==> src/rtl/plas_pkg.sv <==
// Shared types, constants and helpers for the profile local alignment scorer.
// No dependencies.
package plas_pkg;

  localparam int QUERY_MAX_DEF = 1024;
  localparam int DB_MAX_DEF    = 4096;
  localparam int ALPHABET_DEF  = 32;

  // Internal score width, signed.
  localparam int SW = 24;

  localparam logic [1:0] OP_PROF   = 2'd0;
  localparam logic [1:0] OP_RES    = 2'd1;
  localparam logic [1:0] OP_FINISH = 2'd2;

  localparam logic [1:0] REG_GAP_OPEN   = 2'd0;
  localparam logic [1:0] REG_GAP_EXTEND = 2'd1;
  localparam logic [1:0] REG_QUERY_LEN  = 2'd2;

  localparam logic [7:0]  GAP_OPEN_RST   = 8'd10;
  localparam logic [7:0]  GAP_EXTEND_RST = 8'd2;
  localparam logic [10:0] QUERY_LEN_RST  = 11'd1024;

  typedef enum logic [1:0] {
    K_PROF   = 2'd0,
    K_RES    = 2'd1,
    K_FINISH = 2'd2,
    K_NONE   = 2'd3
  } kind_e;

  typedef struct packed {
    kind_e       kind;
    logic [9:0]  pos;
    logic [4:0]  col;
    logic [7:0]  score;
    logic [4:0]  residue;
  } item_t;

  typedef struct packed {
    logic [7:0]  gap_open;
    logic [7:0]  gap_extend;
    logic [10:0] query_length;
  } cfg_t;

  typedef struct packed {
    logic [16:0] score;
    logic [9:0]  start_query;
    logic [10:0] end_query;
    logic [11:0] start_db;
    logic [12:0] end_db;
    logic [12:0] db_length;
    logic        overflow;
  } res_t;

  function automatic logic signed [SW-1:0] smax(logic signed [SW-1:0] a,
                                                logic signed [SW-1:0] b);
    return (a > b) ? a : b;
  endfunction

endpackage

==> src/rtl/plas_front.sv <==
// Input side: accepts and classifies items, keeps valid ones in a two-entry queue.
// Depends on plas_pkg.
module plas_front #(
  parameter int QUERY_MAX = plas_pkg::QUERY_MAX_DEF,
  parameter int ALPHABET  = plas_pkg::ALPHABET_DEF
) (
  input  logic                clk_i,
  input  logic                rst_ni,
  input  logic                push_i,
  output logic                full_o,
  input  logic [1:0]          opcode_i,
  input  logic [9:0]          prof_position_i,
  input  logic [4:0]          prof_residue_i,
  input  logic [7:0]          prof_score_i,
  input  logic [4:0]          residue_i,
  output logic                item_valid_o,
  output plas_pkg::item_t     item_o,
  input  logic                item_take_i
);

  plas_pkg::item_t buf_q [2];
  plas_pkg::item_t cls;
  logic            wr_q, rd_q;
  logic [1:0]      cnt_q;
  logic            acc, keep, take;

  always_comb begin
    cls.pos     = prof_position_i;
    cls.col     = prof_residue_i;
    cls.score   = prof_score_i;
    cls.residue = residue_i;
    unique case (opcode_i)
      plas_pkg::OP_PROF: begin
        if (int'(prof_position_i) < QUERY_MAX && int'(prof_residue_i) < ALPHABET) begin
          cls.kind = plas_pkg::K_PROF;
        end else begin
          cls.kind = plas_pkg::K_NONE;
        end
      end
      plas_pkg::OP_RES:    cls.kind = plas_pkg::K_RES;
      plas_pkg::OP_FINISH: cls.kind = plas_pkg::K_FINISH;
      default:             cls.kind = plas_pkg::K_NONE;
    endcase
  end

  assign full_o       = (cnt_q == 2'd2);
  assign acc          = push_i && !full_o;
  assign keep         = acc && (cls.kind != plas_pkg::K_NONE);
  assign item_valid_o = (cnt_q != 2'd0);
  assign take         = item_take_i && item_valid_o;
  assign item_o       = buf_q[rd_q];

  always_ff @(posedge clk_i) begin
    if (keep) begin
      buf_q[wr_q] <= cls;
    end
  end

  always_ff @(posedge clk_i or negedge rst_ni) begin
    if (!rst_ni) begin
      wr_q  <= 1'b0;
      rd_q  <= 1'b0;
      cnt_q <= 2'd0;
    end else begin
      if (keep) begin
        wr_q <= !wr_q;
      end
      if (take) begin
        rd_q <= !rd_q;
      end
      cnt_q <= cnt_q + 2'(keep) - 2'(take);
    end
  end

endmodule

==> config.mk <==
export PLATFORM = sky130hd
export DESIGN_NAME = plas_front
export DESIGN_NICKNAME = d
export VERILOG_FILES = /design/src/rtl/plas_pkg.sv /design/src/rtl/plas_front.sv
export SDC_FILE = /design/constraint.sdc
export NUM_CORES = 1
export LEC_CHECK = 0
export ABC_CLOCK_PERIOD_IN_PS = 3100
export BUFFER_PORTS_ARGS = -buffer_cell sky130_fd_sc_hd__buf_2
export CORE_MARGIN = 2
export CORE_UTILIZATION = 41
export DETAILED_ROUTE_END_ITERATION = 8
export GPL_TIMING_DRIVEN = 0
export HOLD_SLACK_MARGIN = 0.15
export PLACE_DENSITY = 0.65
export REMOVE_ABC_BUFFERS = 1
export SYNTH_ARGS = -nofsm -noshare
export SYNTH_HDL_FRONTEND = slang
export SYNTH_SLANG_ARGS = --single-unit
==> constraint.sdc <==
create_clock -name clk_i -period 3.1 [get_ports clk_i]
set_clock_uncertainty 0.1 [all_clocks]
set_input_delay 0.155 -clock clk_i [delete_from_list [all_inputs] [get_ports clk_i]]
set_output_delay 0.155 -clock clk_i [all_outputs]
set_load 0.05 [all_outputs]
==> summary.txt, run 1 <==
Place
  • Placed cell area: 2790 µm²
  • Pre-CTS WS: 946 ps
  • HPWL after detailed placement: 2.63 mm
  • Placer Congestion: 0.675
  • Input/output buffers: 65

Route
  • DRC Markers: 0
  • Vias: 1363
  • 1st-iter DRT viols: 78
  • Vias per inst: 4.57
  • ANT nets after route: 0
  • TritonRoute pass-1 iters: 4
  • Per-cell routed wire length: 14.0 µm
  • DRT Wirelength: 4.19 mm

Floorplan
  • Std-Cell Rows: 27
  • Core Region: 5570 µm²
  • Die height: 80.3 µm
  • Die area: 6450 µm²
  • Die X: 80.3 µm
  • IO Count: 66
  • Initial Util: 0.429

Power
  • Switching power: 1.28 mW
  • Maximum vdd drop: 667 µV
  • Sw Share: 0.410
  • Clock power frac: 0.206
  • P_leak: 1.27 nW
  • Logic gate share of total power: 0.386
  • Reg power frac: 0.408
  • Pint: 1.84 mW
  • Power per cell area: 943 nW/µm²

STA
  • Hold Fails Final Rpt: 0
  • Worst-margin pin slew: 878 ps
  • Slew headroom: 0.413
  • Total negative slack: 0 ps
  • Post-layout worst setup margin: 1060 ps
  • Max-slew violations: 0
  • Final setup fails: 0
  • Final Cycle Share: 0.659
  • Minimum clock period: 2040 ps
  • RSZ-0062 raised after global routing: false
  • Max Freq: 489 MHz

GRT
  • Global route overflow: 0
  • GRT Total Usage: 0.143
  • Largest net degree at the start of global routing: 32
  • Initial antenna violation count: 0
  • Vias in the first global route: 1492
  • First-pass GRT wire length: 6.57 mm

Clock network
  • H-tree depth: 3
  • Max clock buf depth: 2
  • Sink Count: 64
  • Root Buffer: clkbuf_8
  • Worst-path clk slew: 60 ps
  • Num CTS Buffers: 9
  • CTS tree: built
  • CTS Hold Bufs: 34
  • Post-CTS Setup Inserts: 0
  • Insertion delay to the later sink of the worst-skew pair: 320 ps
  • Post-cts sizing count: 0

Critical path
  • Critical Path AT: 1790 ps
  • Slowest CP cell: dfrtp_2
  • CP max FO: 31
  • R2r startpoint: cnt_q[1]
  • Critical Path Source: rd_q
  • Crit-path leading delay family: flip-flops
  • Worst EP required: 2840 ps
  • Critical path cell sequence: mux2_1, buf_2
  • CP Buf/Inv Count: 1
  • CP Capture Type: output pin
  • Critical path launch point type: register
  • Crit Path Class: register to output pin
  • Critical path's largest stage delay: 850 ps

Synth
  • Mean Syn Cell Area: 20.6 µm²
  • Seq/Total Area, Yosys: 0.796
  • Compound-Gate Fraction of Synth Area: 0
  • Post-synth top area share: 0.754
  • Largest cells by area after synthesis: edfxtp_1 75%, mux2_1 14%, dfrtp_1 4.2%, xor2_1 1.1%, buf_4 0.94%
  • Post-Synthesis Cells: 116
  • Synth Area in Adders: 0.00524
  • Post-synthesis register bit count: 64
  • Mux cell area share after synthesis: 0.141
  • Synth area leader: edfxtp_1
  • Synth Warn #: 0
  • Main combinational cell family by area after synthesis: multiplexers
  • Synth Cell Area: 2390 µm²
  • Xor/xnor share of the synthesized area: 0.0183
  • Post-synthesis cell type count: 16
  • Simple-Gate Fraction of Synth Area: 0.0215

Layout
  • # diodes: 0
  • Commonest non-fill, non-tap cell in the layout: buf_2
  • Most frequent cells in the layout: 65 x buf_2, 60 x edfxtp_1, 34 x dlygate4sd3_1
  • Share of layout cells above drive strength 1: 0.358
  • Fin area: 3310 µm²
  • Area growth syn-to-layout: 38.5%
  • # fillers: 438
  • Layout Nets: 256

Flow run
  • Max_cap viols: 0

Worst hold path
  • Hold_sp: prof_position_i[5]
  • Hold Path Class: input pin to register

Run status
  • Outcome: finished clean
final timing paths:
check	endpoint	slack [ps]	depth (start not counted)
hold / removal	buf_q[0][23]	450	2
setup reg to reg	buf_q[1][16]	1130	3
min in group asynchronous	cnt_q[1]	620	3
hold reg to reg	wr_q	500	1
max in group asynchronous	rd_q	2090	3
setup / recovery	item_o[15]	1060	2
layout make-up:
cell class,instances,area [µm²],share of cell area
sequential,64,1900,0.575
timing repair buffer,99,666,0.201
multi-input combinational,44,460,0.139
clock buffer,10,128,0.0386
tap,72,90.1,0.0272
clock inverter,6,50.0,0.0151
inverter,3,11.3,0.00340
cells by family after synthesis:
family,after synthesis
flops,64
mux,30
buf+inv,8
simple gates,8
xor+xnor,5
fa+ha+maj,1
per-stage QoR:
| step | total power [mW] | instances | hold slack, ps | util |
|---|---|---|---|---|
| 2_1_floorplan | 2.18 | 111 | -241 | - |
| 3_3_place_gp | 2.43 | 248 | -142 | 0.498 |
| 3_5_place_dp | 2.48 | 248 | -133 | 0.500 |
| 4_1_cts | 3.17 | 298 | 438 | 0.593 |
| 5_1_grt | 3.27 | 298 | 439 | 0.593 |
| 6_report | 3.12 | 298 | 452 | 0.593 |
worst reg2reg max path, delay by kind of cell, from the launching register on:
kind / cells / cell delay [ps]
simple gates: 3 / 1060
flops: 1 / 410
cell usage after synthesis:
| library cell | instances |
|---|---|
| nand2_1 | 1 |
| and2_4 | 1 |
| xor2_1 | 3 |
| nand4b_1 | 1 |
| or2_1 | 1 |
| clkbuf_1 | 2 |
| xnor2_1 | 2 |
| nand3_2 | 1 |
| mux2_1 | 30 |
| edfxtp_1 | 60 |
| nor2_1 | 2 |
| buf_4 | 3 |
| dfrtp_1 | 4 |
| nand2b_1 | 1 |
| ha_1 | 1 |
| inv_1 | 3 |
metal layers:
metal	part of all wire	wire length (µm)	track usage
met5	0	0	0
met1	0.40	1690	0.146
met3	0.046	191	0.0404
met4	0.014	59	0.0864
met2	0.54	2240	0.256
sequential cells by signal (all words and copies together) (netlist names):
register  cells
rd_q          1
wr_q          1
buf_q        60
cnt_q         2
power by group through the flow:
stage	sequential [mW]	clock [mW]	combinational (mW)
4_1_cts	1.28	0.664	1.22
3_3_place_gp	1.28	0	1.15
3_5_place_dp	1.30	0	1.18
6_report	1.27	0.642	1.21
5_1_grt	1.30	0.703	1.27
2_1_floorplan	1.25	0	0.934
No activity file was read; power rests on OpenSTA's default activity.
==> run 2, diff against run 1 <==
- ABC_CLOCK_PERIOD_IN_PS: 3100 -> 1840
- PLACE_DENSITY: 0.65 -> 0.68
- clock period: 3.1 -> 1.84 ns (I/O delays scaled with it)
==> run 2 against run 1 <==
Against the previous run:
- the flow now finishes with violations (setup timing)
- cell area increased by 2.5%
- critical path depth is 3 higher
- power is 77% higher
- routed wire length decreased by 0.60%
- worst setup slack got worse by 1100 ps
- clock-buffer cell count did not move
- sequential share of layout area is 1.3 points lower
- global-route usage is 0.44 points lower
- worst hold slack got worse by 270 ps
- sequential power increased by 60%
- utilization rose by 1.5 points
- non-clock buffer count rose by 3
- largest cell class unchanged
==> summary.txt, run 2 (synthesis gave the netlist of run 1 again) <==
Run status
  • Outcome: finished with violations
  • Failing checks: setup timing

Worst hold path
  • Hold Path Class: input pin to register
  • Worst Hold Depth: 5 (+3)
  • Hold worst-path end: cnt_q[0]
  • Hold_sp: opcode_i[1]

Layout
  • Share of layout cells above drive strength 1: 0.382 (+0.0232)
  • Area growth syn-to-layout: 42.0%
  • Fin util: 0.608 (+0.0148)
  • Final std cells w/o fill: 300 (+0.67%)
  • Fin area: 3390 µm² (+2.5%)
  • Layout Nets: 259 (+1.2%)
  • Most frequent cells in the layout: 66 x buf_2, 60 x edfxtp_1, 34 x dlygate4sd3_1
  • Commonest non-fill, non-tap cell in the layout: buf_2
  • Top Registers: buf_q x60, cnt_q x2
  • # diodes: 0 (unchanged)
  • Max FFs per register: 60 (unchanged)
  • Largest Register: buf_q

Place
  • Input/output buffers: 65 (unchanged)
  • Placer Congestion: 0.610 (-9.6%)
  • HPWL after detailed placement: 2.39 mm (-9.3%)
  • Placed cell area: 2790 µm² (unchanged)
  • Placed instance count: 248 (unchanged)

Route
  • 1st-iter DRT viols: 49 (-37%)
  • DRC Markers: 0 (unchanged)
  • Per-cell routed wire length: 13.9 µm (-1.3%)
  • DRT Wirelength: 4.16 mm (-0.60%)
  • TritonRoute pass-1 iters: 3 (-1)
  • Vias: 1376 (+0.95%)
  • ANT nets after route: 0 (unchanged)
  • Vias per inst: 4.59 (+0.28%)

Floorplan
  • Die height: 80.3 µm (unchanged)
  • Initial Util: 0.429 (unchanged)
  • Die area: 6450 µm² (unchanged)
  • Core Region: 5570 µm² (unchanged)
  • Std-Cell Rows: 27 (unchanged)
  • IO Count: 66 (unchanged)
  • Die X: 80.3 µm (unchanged)

GRT
  • First-pass GRT wire length: 6.38 mm (-2.8%)
  • Initial antenna violation count: 0 (unchanged)
  • Vias in the first global route: 1459 (-2.2%)
  • Global route overflow: 0 (unchanged)
  • Largest net degree at the start of global routing: 31 (-3.1%)
  • GRT Total Usage: 0.138 (-0.00441)

Clock network
  • Sink Count: 64 (unchanged)
  • Root Buffer: clkbuf_8
  • H-tree depth: 3 (unchanged)
  • CTS tree: built
  • Worst-path clk slew: 60 ps (about the same)
  • Num CTS Buffers: 9 (unchanged)
  • Max clock buf depth: 2 (unchanged)
  • Insertion delay to the later sink of the worst-skew pair: 310 ps (about the same)

Critical path
  • Critical path launch point type: input pin
  • Critical path's largest stage delay: 690 ps (-160 ps)
  • Critical Path AT: 1740 ps (-50 ps)
  • Slowest CP cell: nor2_4
  • R2r worst-path depth: 3 (unchanged)
  • Worst EP required: 1680 ps (-1160 ps)
  • Worst R2R End: buf_q[0][3]
  • Crit Path Class: input pin to register
  • CP max FO: 30 (-3.2%)
  • Register-to-register setup slack: -20 ps (-1150 ps)
  • R2r startpoint: cnt_q[1]
  • Critical path cell sequence: buf_2, dlygate4sd3_1, nand2_2, nand3_4, nor2_4
  • CP Capture Type: register

Power
  • Power per cell area: 1630 nW/µm² (+72%)
  • Logic gate share of total power: 0.413 (+0.027)
  • Clock power frac: 0.219 (+0.013)
  • Maximum vdd drop: 1220 µV (+83%)
  • Switching power: 2.18 mW (+70%)
  • Reg power frac: 0.368 (-0.040)
  • Sw Share: 0.396 (-0.0147)
  • Pint: 3.33 mW (+81%)
  • P_leak: 1.31 nW (+3.0%)

STA
  • Post-layout worst setup margin: -60.5 ps (-1120 ps)
  • Slew headroom: 0.418 (+0.00512)
  • Max Freq: 526 MHz
  • Max-slew violations: 0 (unchanged)
  • Worst-margin pin slew: 871 ps (-7.66 ps)
  • Final setup fails: 60 (+60)
  • Hold Fails Final Rpt: 0 (unchanged)
  • RSZ-0062 raised after global routing: true
  • Final Cycle Share: 1.03
  • Minimum clock period: 1900 ps

Flow run
  • Max_cap viols: 0 (unchanged)
-- run 2: changes by cell type in the layout (fill, tap and decap cells not counted), sizes merged --
cell	change
bufinv	+1
clkinv	-2
buf	+3
-- run 2: how the worst max path moves through the flow --
stage | startpoint | to | cells past startpoint
finish | opcode_i[0] | buf_q[0][3] | 5
detailed placement | rd_q | item_o[11] | 2
CTS | cnt_q[1] | buf_q[1][5] | 3
floorplan | cnt_q[1] | buf_q[0][0] | 3
global placement | cnt_q[1] | buf_q[1][12] | 3
global route | opcode_i[0] | buf_q[0][19] | 5
-- run 2: metrics by stage --
step / total power [mW] / setup WS [ps] / TNS, ps / hold WS [ps]
2_1_floorplan: 3.67 / -591 / -35490 / -304
3_5_place_dp: 4.16 / -246 / -15060 / -194
3_3_place_gp: 4.09 / -1160 / -74650 / -202
4_1_cts: 5.56 / -116 / -6450 / 378
6_report: 5.52 / -60.5 / -3160 / 183
5_1_grt: 5.77 / -151 / -8480 / 195
-- run 2: layout make-up --
cell class | instances | area [µm²]
multi-input combinational | 44 | 478
clock inverter | 5 | 72.6
timing repair buffer | 102 | 706
inverter | 3 | 11.3
sequential | 64 | 1910
fill | 426 | 2180
tap | 72 | 90.1
clock buffer | 10 | 128
-- run 2: repair_timing --
action | 4_1_cts | 5_1_grt
pin swaps | 0 | 2
gates resized for setup | 3 | 4
hold buffers | 34 | 1
setup endpoints to repair | 90 | 60
hold endpoints to repair | 68 | 2
buffers inserted | 2 | 0
-- run 2: power groups by stage --
stage	combinational, mW	sequential (mW)	clock, mW
6_report	2.28	2.03	1.21
5_1_grt	2.41	2.06	1.31
4_1_cts	2.29	2.03	1.24
3_5_place_dp	1.99	2.17	0
3_3_place_gp	1.94	2.16	0
2_1_floorplan	1.57	2.10	0
-- run 2: worst max-delay path, delay by kind of cell --
kind | cells | cell delay (ps)
and+or+nand+nor | 3 | 940
buffers and inverters | 2 | 700
-- run 2: per-layer routing --
layer	global-route usage	wire [µm]	vias to the layer above
li1	-	-	656
met1	0.131	1640	669
met2	0.266	2270	46
met3	0.0348	193	5
met4	0.0763	53	0
met5	0	0	-
==> run 3, diff against run 2 <==
- MAX_ROUTING_LAYER: unset -> met4
==> run 3 against run 2 <==
Against the previous run:
- the flow still finishes with violations (setup timing)
- sequential share of layout area stayed put
- global-route usage grew 0.36 points
- routed wire length rose by 0.22%
- sequential cell count unchanged
- combinational power barely moved
- sequential power barely moved
- critical path depth unchanged
- first-iteration DRC count is the same
- critical endpoint unchanged
- power hardly changed
- register-to-register slack about the same
- critical path type unchanged
- largest power group unchanged
==> summary.txt, run 3 (synthesis gave the netlist of run 1 again) <==
STA
  • RSZ-0062 raised after global routing: true
  • Worst-margin pin slew: 867 ps (-3.55 ps)
  • Slew headroom: 0.421 (+0.00237)
  • Hold Fails Final Rpt: 0 (unchanged)
  • Final setup fails: 60 (unchanged)
  • Post-layout worst setup margin: -58.2 ps (+2.37 ps)
  • Minimum clock period: 1900 ps (-2.37 ps)
  • Final Cycle Share: 1.03 (-0.00129)
  • Max-slew violations: 0 (unchanged)
  • Max Freq: 527 MHz (+0.12%)
  • Worst Hold Slack: 183 ps (+0.420 ps)

Route
  • TritonRoute pass-1 iters: 4 (+1)
  • Per-cell routed wire length: 13.9 µm (+0.22%)
  • 1st-iter DRT viols: 49 (unchanged)
  • Vias per inst: 4.56 (-0.58%)
  • Vias: 1368 (-0.58%)
  • DRT Wirelength: 4.17 mm (+0.22%)
  • DRC Markers: 0 (unchanged)
  • ANT nets after route: 0 (unchanged)

Layout
  • # diodes: 0 (unchanged)
  • Area growth syn-to-layout: 42.0% (unchanged)
  • Max FFs per register: 60 (unchanged)
  • Layout Nets: 259 (unchanged)
  • Fin util: 0.608 (unchanged)
  • Commonest non-fill, non-tap cell in the layout: buf_2
  • Top Registers: buf_q x60, cnt_q x2
  • Final std cells w/o fill: 300 (unchanged)
  • Share of layout cells above drive strength 1: 0.382 (unchanged)
  • Largest Register: buf_q
  • Fin area: 3390 µm² (unchanged)
  • Most frequent cells in the layout: 66 x buf_2, 60 x edfxtp_1, 34 x dlygate4sd3_1

Critical path
  • Crit Path Class: input pin to register
  • Crit-path leading delay family: simple AND/OR/NAND/NOR gates
  • Worst EP required: 1680 ps (about the same)
  • CP max FO: 30 (unchanged)
  • Slowest CP cell: nor2_4
  • CP Capture Type: register
  • Critical path's largest stage delay: 690 ps (about the same)
  • CP Buf/Inv Count: 2 (unchanged)
  • Critical path cell sequence: buf_2, dlygate4sd3_1, nand2_2, nand3_4, nor2_4
  • Critical path launch point type: input pin
  • Critical Path AT: 1740 ps (about the same)

Clock network
  • Num CTS Buffers: 9 (unchanged)
  • H-tree depth: 3 (unchanged)
  • Root Buffer: clkbuf_8
  • Max clock buf depth: 2 (unchanged)
  • Insertion delay to the later sink of the worst-skew pair: 310 ps (about the same)
  • Worst-path clk slew: 60 ps (about the same)
  • CTS tree: built
  • Sink Count: 64 (unchanged)

Place
  • Placed cell area: 2790 µm² (unchanged)
  • Placer Congestion: 0.614 (+0.71%)
  • Placed instance count: 248 (unchanged)
  • Input/output buffers: 65 (unchanged)
  • HPWL after detailed placement: 2.39 mm (unchanged)

Power
  • Power per cell area: 1630 nW/µm² (about the same)
  • Switching power: 2.18 mW (about the same)
  • Clock power frac: 0.219 (about the same)
  • P_leak: 1.31 nW (unchanged)
  • Sw Share: 0.396 (about the same)
  • Maximum vdd drop: 1220 µV (about the same)
  • Reg power frac: 0.368 (about the same)
  • Logic gate share of total power: 0.413 (about the same)
  • Pint: 3.33 mW (about the same)

Floorplan
  • Initial Util: 0.429 (unchanged)
  • Die height: 80.3 µm (unchanged)
  • Die area: 6450 µm² (unchanged)
  • Die X: 80.3 µm (unchanged)
  • Std-Cell Rows: 27 (unchanged)
  • Core Region: 5570 µm² (unchanged)
  • IO Count: 66 (unchanged)

Run status
  • Outcome: finished with violations
  • Failing checks: setup timing

GRT
  • Largest net degree at the start of global routing: 31 (unchanged)
  • First-pass GRT wire length: 6.39 mm (+0.11%)
  • GRT Total Usage: 0.142 (+0.00355)
  • Initial antenna violation count: 0 (unchanged)
  • Global route overflow: 0 (unchanged)
  • Vias in the first global route: 1456 (-0.21%)

Flow run
  • Max_cap viols: 0 (unchanged)

Worst hold path
  • Hold Path Class: input pin to register
==> run 3: cell counts in the layout (fill, tap and decap cells not counted) <==
No cell type changed its count.
==> run 3: metrics by stage <==
step | power [mW] | setup TNS [ps] | setup WS, ps
detailed placement | 4.16 | -15060 | -246
CTS | 5.56 | -6450 | -116
floorplan | 3.67 | -35490 | -591
finish | 5.52 | -3110 | -58.2
global placement | 4.09 | -74650 | -1160
global route | 5.77 | -8500 | -151
==> run 3: timing repair <==
| item | CTS | global route |
|---|---|---|
| setup buffers | 2 | 0 |
| setup endpoints to repair | 90 | 60 |
| hold buffers | 34 | 1 |
| hold endpoints to repair | 68 | 2 |
| pin swaps | 0 | 2 |
| gates resized for setup | 3 | 4 |
==> run 3: path summary, 6_finish.rpt <==
check                                  from           to  slack, ps  cells past startpoint
worst max-delay path            opcode_i[0]  buf_q[0][3]        -60                      5
worst min-delay path            opcode_i[1]     cnt_q[0]        180                      5
worst max register to register     cnt_q[1]  buf_q[0][3]        -20                      3
worst min register to register         wr_q         wr_q        460                      1
max in group asynchronous            rst_ni         rd_q        860                      3
min in group asynchronous            rst_ni     cnt_q[0]        580                      3
==> run 3: worst min-delay path, delay by kind of cell <==
| family | cells | cell delay, ps |
|---|---|---|
| and+or+nand+nor | 2 | 200 |
| xor gates and xnor gates | 1 | 80 |
| buffers and inverters | 2 | 180 |
==> run 3: metal layers <==
| layer | vias up | wire length [µm] | global-route usage | share of wire |
|---|---|---|---|---|
| met2 | 50 | 2290 | 0.267 | 0.55 |
| met1 | 658 | 1630 | 0.130 | 0.39 |
| met3 | 5 | 203 | 0.0348 | 0.049 |
| met4 | 0 | 53 | 0.0763 | 0.013 |
| li1 | 655 | - | - | - |
| met5 | - | 0 | - | 0 |
==> run 3: cell type report <==
type / instances / area, µm²
Clock buffer: 10 / 128
Clock inverter: 5 / 72.6
Fill cell: 426 / 2180
Inverter: 3 / 11.3
Multi-Input combinational cell: 44 / 478
Sequential cell: 64 / 1910
Tap cell: 72 / 90.1
Timing Repair Buffer: 102 / 706
==> run 3: power groups by stage <==
stage	Clock [mW]	Sequential (mW)	Combinational [mW]
after CTS	1.24	2.03	2.29
after global placement	0	2.16	1.94
after detailed placement	0	2.17	1.99
final	1.21	2.03	2.28
after floorplan	0	2.10	1.57
after global routing	1.30	2.06	2.41
